$ cat config.mk
export PLATFORM = sky130hd
export DESIGN_NAME = double_ended_queue_unit_flat
export DESIGN_NICKNAME = d
export VERILOG_FILES = /design/src/hw/rtl/dq_pkg.sv /design/src/hw/rtl/dq_in_if.sv /design/src/hw/rtl/dq_out_if.sv /design/src/hw/rtl/dq_cell.sv /design/src/hw/rtl/double_ended_queue_unit.sv /design/src/flat_wrapper.sv
export SDC_FILE = /design/constraint.sdc
export NUM_CORES = 1
export LEC_CHECK = 0
export ABC_CLOCK_PERIOD_IN_PS = 6660
export BUFFER_PORTS_ARGS = -buffer_cell sky130_fd_sc_hd__buf_2
export CELL_PAD_IN_SITES_DETAIL_PLACEMENT = 1
export CELL_PAD_IN_SITES_GLOBAL_PLACEMENT = 2
export CORE_MARGIN = 4
export CORE_UTILIZATION = 40
export CTS_CLUSTER_DIAMETER = 50
export CTS_CLUSTER_SIZE = 25
export DETAILED_ROUTE_END_ITERATION = 8
export PLACE_DENSITY = 0.8
export SKIP_LAST_GASP = 1
export SLEW_MARGIN = 40
export SYNTH_ARGS = -nofsm -noshare
export SYNTH_HDL_FRONTEND = slang
export SYNTH_SLANG_ARGS = --single-unit
$ cat constraint.sdc
create_clock -name clk -period 6.66 [get_ports clk]
set_input_delay 0 -clock clk [delete_from_list [all_inputs] [get_ports clk]]
set_output_delay 0 -clock clk [all_outputs]
set_load 0.05 [all_outputs]
$ cat src/hw/rtl/dq_pkg.sv
// Shared constants, action codes and the cell command type of the double-ended queue.
package dq_pkg;

    localparam int DEPTH_DEF     = 16;
    localparam int WORD_BITS_DEF = 32;
    localparam int CNT_W_DEF     = $clog2(DEPTH_DEF + 1);

    localparam int ACTION_W = 2;
    localparam int FIELD_W  = 32;

    localparam logic [ACTION_W-1:0] ACT_PUSH_FRONT = 2'd0;
    localparam logic [ACTION_W-1:0] ACT_PUSH_BACK  = 2'd1;
    localparam logic [ACTION_W-1:0] ACT_POP_FRONT  = 2'd2;
    localparam logic [ACTION_W-1:0] ACT_POP_BACK   = 2'd3;

    // At most one of these is set in a cycle; all clear means the row holds.
    typedef struct packed {
        logic push_front;
        logic push_back;
        logic pop_front;
        logic pop_back;
    } dq_cmd_t;

endpackage

$ cat src/hw/rtl/dq_in_if.sv
// Input channel of the double-ended queue: one action and one data word per beat.
interface dq_in_if;
    logic                                valid;
    logic                                ready;
    logic [dq_pkg::ACTION_W-1:0]         action;
    logic signed [dq_pkg::FIELD_W-1:0]   value;

    modport source (output valid, output action, output value, input ready);
    modport sink   (input valid, input action, input value, output ready);
endinterface

$ cat src/hw/rtl/dq_out_if.sv
// Result channel of the double-ended queue: end words, fill level and status flags.
interface dq_out_if #(
    parameter int CNT_W = dq_pkg::CNT_W_DEF
);
    logic                                valid;
    logic                                ready;
    logic signed [dq_pkg::FIELD_W-1:0]   front_word;
    logic signed [dq_pkg::FIELD_W-1:0]   back_word;
    logic [CNT_W-1:0]                    occupancy;
    logic                                is_empty;
    logic                                is_full;
    logic                                rejected;

    modport source (output valid, output front_word, output back_word, output occupancy,
                    output is_empty, output is_full, output rejected, input ready);
    modport sink   (input valid, input front_word, input back_word, input occupancy,
                    input is_empty, input is_full, input rejected, output ready);
endinterface

$ cat src/hw/rtl/dq_cell.sv
// One storage cell of the queue row: holds a word and a valid bit and trades them with its neighbours.
module dq_cell #(
    parameter int WORD_BITS = dq_pkg::WORD_BITS_DEF
) (
    input  logic                 clk,
    input  logic                 rst_n,
    input  dq_pkg::dq_cmd_t      cmd,
    input  logic [WORD_BITS-1:0] push_word,
    input  logic [WORD_BITS-1:0] left_word,
    input  logic                 left_valid,
    input  logic [WORD_BITS-1:0] right_word,
    input  logic                 right_valid,
    output logic [WORD_BITS-1:0] word,
    output logic                 valid,
    output logic                 tail
);

    logic [WORD_BITS-1:0] word_reg;
    logic [WORD_BITS-1:0] word_next;
    logic                 word_load;
    logic                 valid_reg;
    logic                 valid_next;

    always_comb
    begin
        word_next  = word_reg;
        word_load  = 1'b0;
        valid_next = valid_reg;
        priority if (cmd.push_front)
        begin
            word_next  = left_word;
            word_load  = 1'b1;
            valid_next = left_valid;
        end
        else if (cmd.push_back)
        begin
            // The first empty cell behind an occupied one takes the new word.
            if (!valid_reg && left_valid)
            begin
                word_next  = push_word;
                word_load  = 1'b1;
                valid_next = 1'b1;
            end
        end
        else if (cmd.pop_front)
        begin
            word_next  = right_word;
            word_load  = 1'b1;
            valid_next = right_valid;
        end
        else if (cmd.pop_back)
        begin
            if (valid_reg && !right_valid)
            begin
                valid_next = 1'b0;
            end
        end
    end

    always_ff @(posedge clk)
    begin
        if (word_load)
        begin
            word_reg <= word_next;
        end
    end

    always_ff @(posedge clk or negedge rst_n)
    begin
        if (!rst_n)
        begin
            valid_reg <= 1'b0;
        end
        else
        begin
            valid_reg <= valid_next;
        end
    end

    assign word  = word_reg;
    assign valid = valid_reg;
    assign tail  = valid_reg && !right_valid;

endmodule

$ cat src/hw/rtl/double_ended_queue_unit.sv
// Top level of the double-ended queue: a row of cells with the front at cell zero.
// The queue is a row of DEPTH cells with the front word always in cell zero: a push
// at the front shifts the whole row back by one cell, a pop at the front shifts it
// forward, and the back end is the last occupied cell. Each beat first shifts or
// loads the row; the result register then picks up the front cell and the tail
// cell through a one-hot select across the row. No new action is taken while a beat
// is in progress or while an offered result waits on a stalled sink; the result
// stays in its register while the sink stalls. Words are kept at WORD_BITS bits and
// are returned zero-extended; both end words read as zero when empty.
module double_ended_queue_unit #(
    parameter int  DEPTH     = dq_pkg::DEPTH_DEF,
    parameter int  WORD_BITS = dq_pkg::WORD_BITS_DEF,
    localparam int CNT_W     = $clog2(DEPTH + 1)
) (
    input  logic     clk,
    input  logic     rst_n,
    dq_in_if.sink    req,
    dq_out_if.source rsp
);

    localparam int EXT_W = 64;

    logic                 busy_reg;
    logic                 busy_next;
    logic                 rej_reg;
    logic                 rej_next;
    logic [CNT_W-1:0]     count_reg;
    logic [CNT_W-1:0]     count_next;
    logic                 out_valid_reg;
    logic                 out_valid_next;

    logic [dq_pkg::FIELD_W-1:0] front_reg;
    logic [dq_pkg::FIELD_W-1:0] back_reg;
    logic [CNT_W-1:0]           occ_reg;
    logic                       empty_reg;
    logic                       full_reg;
    logic                       rejected_reg;

    logic                 accept;
    logic                 q_empty;
    logic                 q_full;
    logic                 is_push;
    logic                 allowed;
    dq_pkg::dq_cmd_t      cmd;
    logic [EXT_W-1:0]     value_ext;
    logic [WORD_BITS-1:0] push_word;

    logic [WORD_BITS-1:0] cell_word [DEPTH];
    logic [DEPTH-1:0]     cell_valid;
    logic [DEPTH-1:0]     cell_tail;
    logic [WORD_BITS-1:0] front_sel;
    logic [WORD_BITS-1:0] back_sel;
    logic [EXT_W-1:0]     front_ext;
    logic [EXT_W-1:0]     back_ext;

    assign req.ready = !busy_reg && (!out_valid_reg || rsp.ready);
    assign accept    = req.valid && req.ready;

    assign q_empty = !cell_valid[0];
    assign q_full  = cell_valid[DEPTH-1];
    assign is_push = (req.action == dq_pkg::ACT_PUSH_FRONT)
                  || (req.action == dq_pkg::ACT_PUSH_BACK);
    assign allowed = is_push ? !q_full : !q_empty;

    assign value_ext = EXT_W'(unsigned'(req.value));
    assign push_word = value_ext[WORD_BITS-1:0];

    always_comb
    begin
        cmd        = '0;
        count_next = count_reg;
        if (accept && allowed)
        begin
            unique case (req.action)
                dq_pkg::ACT_PUSH_FRONT:
                begin
                    cmd.push_front = 1'b1;
                    count_next     = count_reg + CNT_W'(1);
                end
                dq_pkg::ACT_PUSH_BACK:
                begin
                    cmd.push_back = 1'b1;
                    count_next    = count_reg + CNT_W'(1);
                end
                dq_pkg::ACT_POP_FRONT:
                begin
                    cmd.pop_front = 1'b1;
                    count_next    = count_reg - CNT_W'(1);
                end
                dq_pkg::ACT_POP_BACK:
                begin
                    cmd.pop_back = 1'b1;
                    count_next   = count_reg - CNT_W'(1);
                end
                default:
                begin
                    cmd = '0;
                end
            endcase
        end
    end

    // Cell zero sees an always-occupied neighbour that carries the pushed word, and
    // the last cell sees an empty one, so every cell runs the same rules.
    for (genvar i = 0; i < DEPTH; i++)
    begin : g_cell
        logic [WORD_BITS-1:0] left_word;
        logic                 left_valid;
        logic [WORD_BITS-1:0] right_word;
        logic                 right_valid;

        if (i == 0)
        begin : g_first
            assign left_word  = push_word;
            assign left_valid = 1'b1;
        end
        else
        begin : g_mid_l
            assign left_word  = cell_word[i-1];
            assign left_valid = cell_valid[i-1];
        end

        if (i == DEPTH - 1)
        begin : g_last
            assign right_word  = '0;
            assign right_valid = 1'b0;
        end
        else
        begin : g_mid_r
            assign right_word  = cell_word[i+1];
            assign right_valid = cell_valid[i+1];
        end

        dq_cell #(
            .WORD_BITS (WORD_BITS)
        ) u_cell (
            .clk         (clk),
            .rst_n       (rst_n),
            .cmd         (cmd),
            .push_word   (push_word),
            .left_word   (left_word),
            .left_valid  (left_valid),
            .right_word  (right_word),
            .right_valid (right_valid),
            .word        (cell_word[i]),
            .valid       (cell_valid[i]),
            .tail        (cell_tail[i])
        );
    end

    always_comb
    begin
        back_sel = '0;
        for (int i = 0; i < DEPTH; i++)
        begin
            back_sel = back_sel | (cell_tail[i] ? cell_word[i] : '0);
        end
    end

    assign front_sel = cell_valid[0] ? cell_word[0] : '0;
    assign front_ext = EXT_W'(front_sel);
    assign back_ext  = EXT_W'(back_sel);

    always_comb
    begin
        busy_next      = busy_reg;
        rej_next       = rej_reg;
        out_valid_next = out_valid_reg;
        if (out_valid_reg && rsp.ready)
        begin
            out_valid_next = 1'b0;
        end
        if (busy_reg)
        begin
            busy_next      = 1'b0;
            out_valid_next = 1'b1;
        end
        if (accept)
        begin
            busy_next = 1'b1;
            rej_next  = !allowed;
        end
    end

    always_ff @(posedge clk or negedge rst_n)
    begin
        if (!rst_n)
        begin
            busy_reg      <= 1'b0;
            rej_reg       <= 1'b0;
            count_reg     <= '0;
            out_valid_reg <= 1'b0;
        end
        else
        begin
            busy_reg      <= busy_next;
            rej_reg       <= rej_next;
            count_reg     <= count_next;
            out_valid_reg <= out_valid_next;
        end
    end

    always_ff @(posedge clk)
    begin
        if (busy_reg)
        begin
            front_reg    <= front_ext[dq_pkg::FIELD_W-1:0];
            back_reg     <= back_ext[dq_pkg::FIELD_W-1:0];
            occ_reg      <= count_reg;
            empty_reg    <= !cell_valid[0];
            full_reg     <= cell_valid[DEPTH-1];
            rejected_reg <= rej_reg;
        end
    end

    assign rsp.valid      = out_valid_reg;
    assign rsp.front_word = signed'(front_reg);
    assign rsp.back_word  = signed'(back_reg);
    assign rsp.occupancy  = occ_reg;
    assign rsp.is_empty   = empty_reg;
    assign rsp.is_full    = full_reg;
    assign rsp.rejected   = rejected_reg;

    // The row must stay packed towards the front: no occupied cell behind an empty one.
    a_row_packed: assert property (@(posedge clk) disable iff (!rst_n)
        ((cell_valid >> 1) & ~cell_valid) == '0)
        else $error("queue row has a gap");

    a_count_matches: assert property (@(posedge clk) disable iff (!rst_n)
        count_reg == CNT_W'($countones(cell_valid)))
        else $error("word count disagrees with occupied cells");

    a_busy_gives_result: assert property (@(posedge clk) disable iff (!rst_n)
        busy_reg |=> out_valid_reg && !busy_reg)
        else $error("result not registered after the row update");

    a_one_tail: assert property (@(posedge clk) disable iff (!rst_n)
        $onehot0(cell_tail) && ((cell_tail == '0) == q_empty))
        else $error("tail select is not one-hot");

    a_flags_agree: assert property (@(posedge clk) disable iff (!rst_n)
        out_valid_reg |-> (empty_reg == (occ_reg == '0)))
        else $error("empty flag disagrees with occupancy");

endmodule
$ cat src/flat_wrapper.sv
// flat-port wrapper written by rule: the top's interface ports become plain ports
module double_ended_queue_unit_flat 
#(
    parameter int  DEPTH     = dq_pkg::DEPTH_DEF,
    parameter int  WORD_BITS = dq_pkg::WORD_BITS_DEF,
    localparam int CNT_W     = $clog2(DEPTH + 1)
)
  (clk, rst_n, req_valid, req_action, req_value, req_ready, rsp_valid, rsp_front_word, rsp_back_word, rsp_occupancy, rsp_is_empty, rsp_is_full, rsp_rejected, rsp_ready);
  dq_in_if req_i ();
  dq_out_if rsp_i ();
  input  logic clk;
  input  logic rst_n;
  input wire logic [$bits(req_i.valid)-1:0] req_valid;
  input wire logic [$bits(req_i.action)-1:0] req_action;
  input wire logic [$bits(req_i.value)-1:0] req_value;
  output wire logic [$bits(req_i.ready)-1:0] req_ready;
  output wire logic [$bits(rsp_i.valid)-1:0] rsp_valid;
  output wire logic [$bits(rsp_i.front_word)-1:0] rsp_front_word;
  output wire logic [$bits(rsp_i.back_word)-1:0] rsp_back_word;
  output wire logic [$bits(rsp_i.occupancy)-1:0] rsp_occupancy;
  output wire logic [$bits(rsp_i.is_empty)-1:0] rsp_is_empty;
  output wire logic [$bits(rsp_i.is_full)-1:0] rsp_is_full;
  output wire logic [$bits(rsp_i.rejected)-1:0] rsp_rejected;
  input wire logic [$bits(rsp_i.ready)-1:0] rsp_ready;
  assign req_i.valid = req_valid;
  assign req_i.action = req_action;
  assign req_i.value = req_value;
  assign req_ready = req_i.ready;
  assign rsp_valid = rsp_i.valid;
  assign rsp_front_word = rsp_i.front_word;
  assign rsp_back_word = rsp_i.back_word;
  assign rsp_occupancy = rsp_i.occupancy;
  assign rsp_is_empty = rsp_i.is_empty;
  assign rsp_is_full = rsp_i.is_full;
  assign rsp_rejected = rsp_i.rejected;
  assign rsp_i.ready = rsp_ready;
  double_ended_queue_unit #(.DEPTH(DEPTH), .WORD_BITS(WORD_BITS)) u_core (.clk(clk), .rst_n(rst_n), .req(req_i), .rsp(rsp_i));
endmodule
==> run summary <==
mux contribution to synthesized area: 0.113%
Net Sw Frac: 31.1%
Layout Nets: 2998
NetSw: 3.54 mW
register-to-register setup slack: 3.04 ns
Hold Vio Cnt, Final: 0
Yosys reg bits: 608
Static Leakage: 13.2 nW
worst-path cell chain: buf_4 > nand2_1 > a211oi_2 > buf_4 > nand2b_1 > buf_4 > nand2_2 > buf_4
Crit path arrival time: 3.91 ns
Crit Path Class: register to register
area of the core: 73500 sq um
reg2reg end: u_core.g_cell[3].u_cell.word[25]
CTS tree: built
drt pass-1 iters: 6
synth warn: 0
CTS clk-pin slew, worst paths: 0.06 ns
layout cells sized above 1: 11.9%
post-layout minimum cycle time: 3.62 ns
Post-Place Setup Slack: 3.04 ns
Endpoint, Worst Hold: u_core.g_cell[15].u_cell.valid
Post-Synthesis Cell Area: 29800 sq um
Compound-Gate Fraction of Synth Area: 8.93%
library cells used by synthesis: 40
post-synthesis sequential area ratio: 60.8%
clock network power share: 40.7%
1st-iter DRT viols: 3568
Synthesized Nets: 2982
status: finished, final reports clean
commonest non-fill, non-tap cell in the layout: nand3_1
CP max-delay cell: nand2_2
row cnt: 99
Comb power frac: 17.4%
Synth Area in Simple Gates: 26.2%
Setup violations, final: 0
PwrDens: 328 nW/um^2
Via density: 6.40
worst hold path depth: 4
layout overhead on the synthesized area: 16.2%
R2R depth: 8
Seq pwr share: 42.0%
r2r startpoint: u_core.g_cell[0].u_cell.valid
final design utilization: 47.2%
via count: 25.5k
Final GP Congestion: 0.822
Relative slew margins: 40.3%
Root Driver: clkbuf_16
Initial Utilization: 40.6%
Skew-Pair Late Insertion Delay: 0.64 ns
worst stage delay on the critical path: 0.61 ns
WP buf/inv: 4
cell-internal power: 7.83 mW
first-pass GRT wire length: 168000 um
Max IR drop VDD: 0.181 mV
Slew Limit Fails: 0
setup TNS: 0 ns
final worst setup slack: 3.04 ns
Remaining DRCs: 0
number of global-route vias before repair: 25.3k
startpoint types: register
CTS Buf Count: 81
num ports: 112
final WL: 114000 um
XOR/XNOR Fraction of Synth Area: 0.117%
most common cell type on the critical path: buf_4
DIE WIDTH: 281 um
Setup crit end kind: register
Clock Skew: 0.0248 ns
adder-cell share of the synthesized area: 0.193%
Synth Area per Inst: 10.2 sq um
Max Cap Viol: 0
Avg WL per Cell: 28.6 um
gr ovfl total: 0
initial antenna violation count: 1
type of the worst min-delay path: primary input to register
DIE AREA: 79100 sq um
post-route ant nets: 0
Gate Count Post-Synth: 2940
H-tree depth: 3
most frequent cells in the layout: 878 x nand3_1, 706 x nand2_1, 584 x edfxtp_1
Slew @ Worst Pin: 0.896 ns
Die H: 281 um
RSZ-0062 raised after global routing: false
largest family of logic cells by synthesized area: simple AND/OR/NAND/NOR gates
total global-route track usage: 28.2%
largest net degree at the start of global routing: 181
worst min-delay path startpoint: req_valid
DP Wirelength: 61600 um
crit-path leading delay family: buffers and inverters
max FFs per register: 512
port bufs: 111
required time of the critical path: 6.95 ns
CP max FO: 41
final worst path period share: 54.4%
Max Clock Freq: 276 MHz
maximum root-to-sink buffer count: 3
clk sinks: 608
kinds of logic after synthesis:
family	after synthesis
simple gates	1714
xor+xnor	4
flops	608
compound gates	325
buf+inv	282
mux	3
fa+ha+maj	4
synth_stat cells (all sizes together):
library cell	count	area, sq um
o21bai	1	7.51
dfrtp	24	601
edfxtp	584	17500
inv	5	18.8
xor2	1	8.76
mux2	3	33.8
a2bb2oi	9	78.8
o22ai	12	75.1
nand3b	13	97.6
a22o	101	885
nand2	721	2710
a22oi	25	188
and4	2	17.5
o211ai	1	7.51
ha	3	37.5
and3b	1	8.76
nand4	32	200
a21o	1	7.51
nor2	8	30.0
nor3	3	15.0
fa	1	20.0
buf	60	264
or2	1	6.26
a32oi	1	8.76
a2111oi	1	27.5
and2	31	194
o2bb2ai	13	114
clkbuf	217	815
nand2b	6	37.5
a221oi	120	1050
o21ai	29	145
a2111o	1	11.3
a21oi	7	35.0
nand3	879	4400
a32o	1	10.0
nor2b	17	106
a211oi	2	15.0
xnor2	3	26.3
worst max path at each step:
stage	from	to	slack [ns]	cells past startpoint
finish	u_core.g_cell[0].u_cell.valid	u_core.g_cell[3].u_cell.word[25]	3.04	8
global route	u_core.g_cell[0].u_cell.valid	u_core.g_cell[3].u_cell.word[3]	2.83	8
CTS	u_core.g_cell[0].u_cell.valid	u_core.g_cell[3].u_cell.word[25]	3.01	8
detailed placement	u_core.g_cell[0].u_cell.valid	u_core.g_cell[3].u_cell.word[27]	3.04	8
global placement	u_core.g_cell[0].u_cell.valid	u_core.g_cell[3].u_cell.word[27]	3.06	8
floorplan	u_core.busy_reg	u_core.g_cell[0].u_cell.word[0]	1.62	6
per-stage QoR:
stage | hold WS (ns) | instances | area (sq um) | power [mW]
2_1_floorplan | -0.296 | 2940 | 29800 | 5.98
3_3_place_gp | 0.0330 | 3785 | 31200 | 6.72
3_5_place_dp | 0.0379 | 3790 | 31300 | 6.77
4_1_cts | 0.0116 | 3980 | 34600 | 11.4
5_1_grt | 0.0984 | 3983 | 34700 | 11.8
6_report | 0.0443 | 3984 | 34700 | 11.4
timing repair:
| action | 4_1_cts | 5_1_grt |
|---|---|---|
| hold endpoints to repair | 82 | 0 |
| hold buffers | 39 | 0 |
| gates resized for setup | 0 | 0 |
| setup buffers | 0 | 0 |
layer usage:
layer	part of all wire, %	track usage [%]	wire length, um
met3	7.9	4.15	8970
met2	48	46.7	54200
met4	2.9	8.39	3270
met5	0	0	0
met1	42	38.8	47600
final cells by class:
type                       instances  area (sq um)
inverter                           5          18.8
clock inverter                    60           682
sequential                       608         18100
timing repair buffer             210          1590
multi-input combinational       2050         10900
antenna                            1          2.50
tap                              959          1200
clock buffer                      91          2170
fill                            8005         38800
power by group through the flow:
stage	Combinational [mW]	Sequential, mW	Clock (mW)
3_3_place_gp	1.88	4.84	0
2_1_floorplan	0.934	5.05	0
4_1_cts	1.96	4.77	4.70
6_report	1.98	4.77	4.62
5_1_grt	2.09	4.80	4.87
3_5_place_dp	1.93	4.84	0
tightest hold or removal path, delay by kind of cell:
| kind | cells | cell delay, ns |
|---|---|---|
| AND/OR/NAND/NOR | 2 | 0.37 |
| AO/OA/AOI/OAI | 1 | 0.13 |
| buffers and inverters | 1 | 0.11 |
Power figures use the tool's default switching activity.
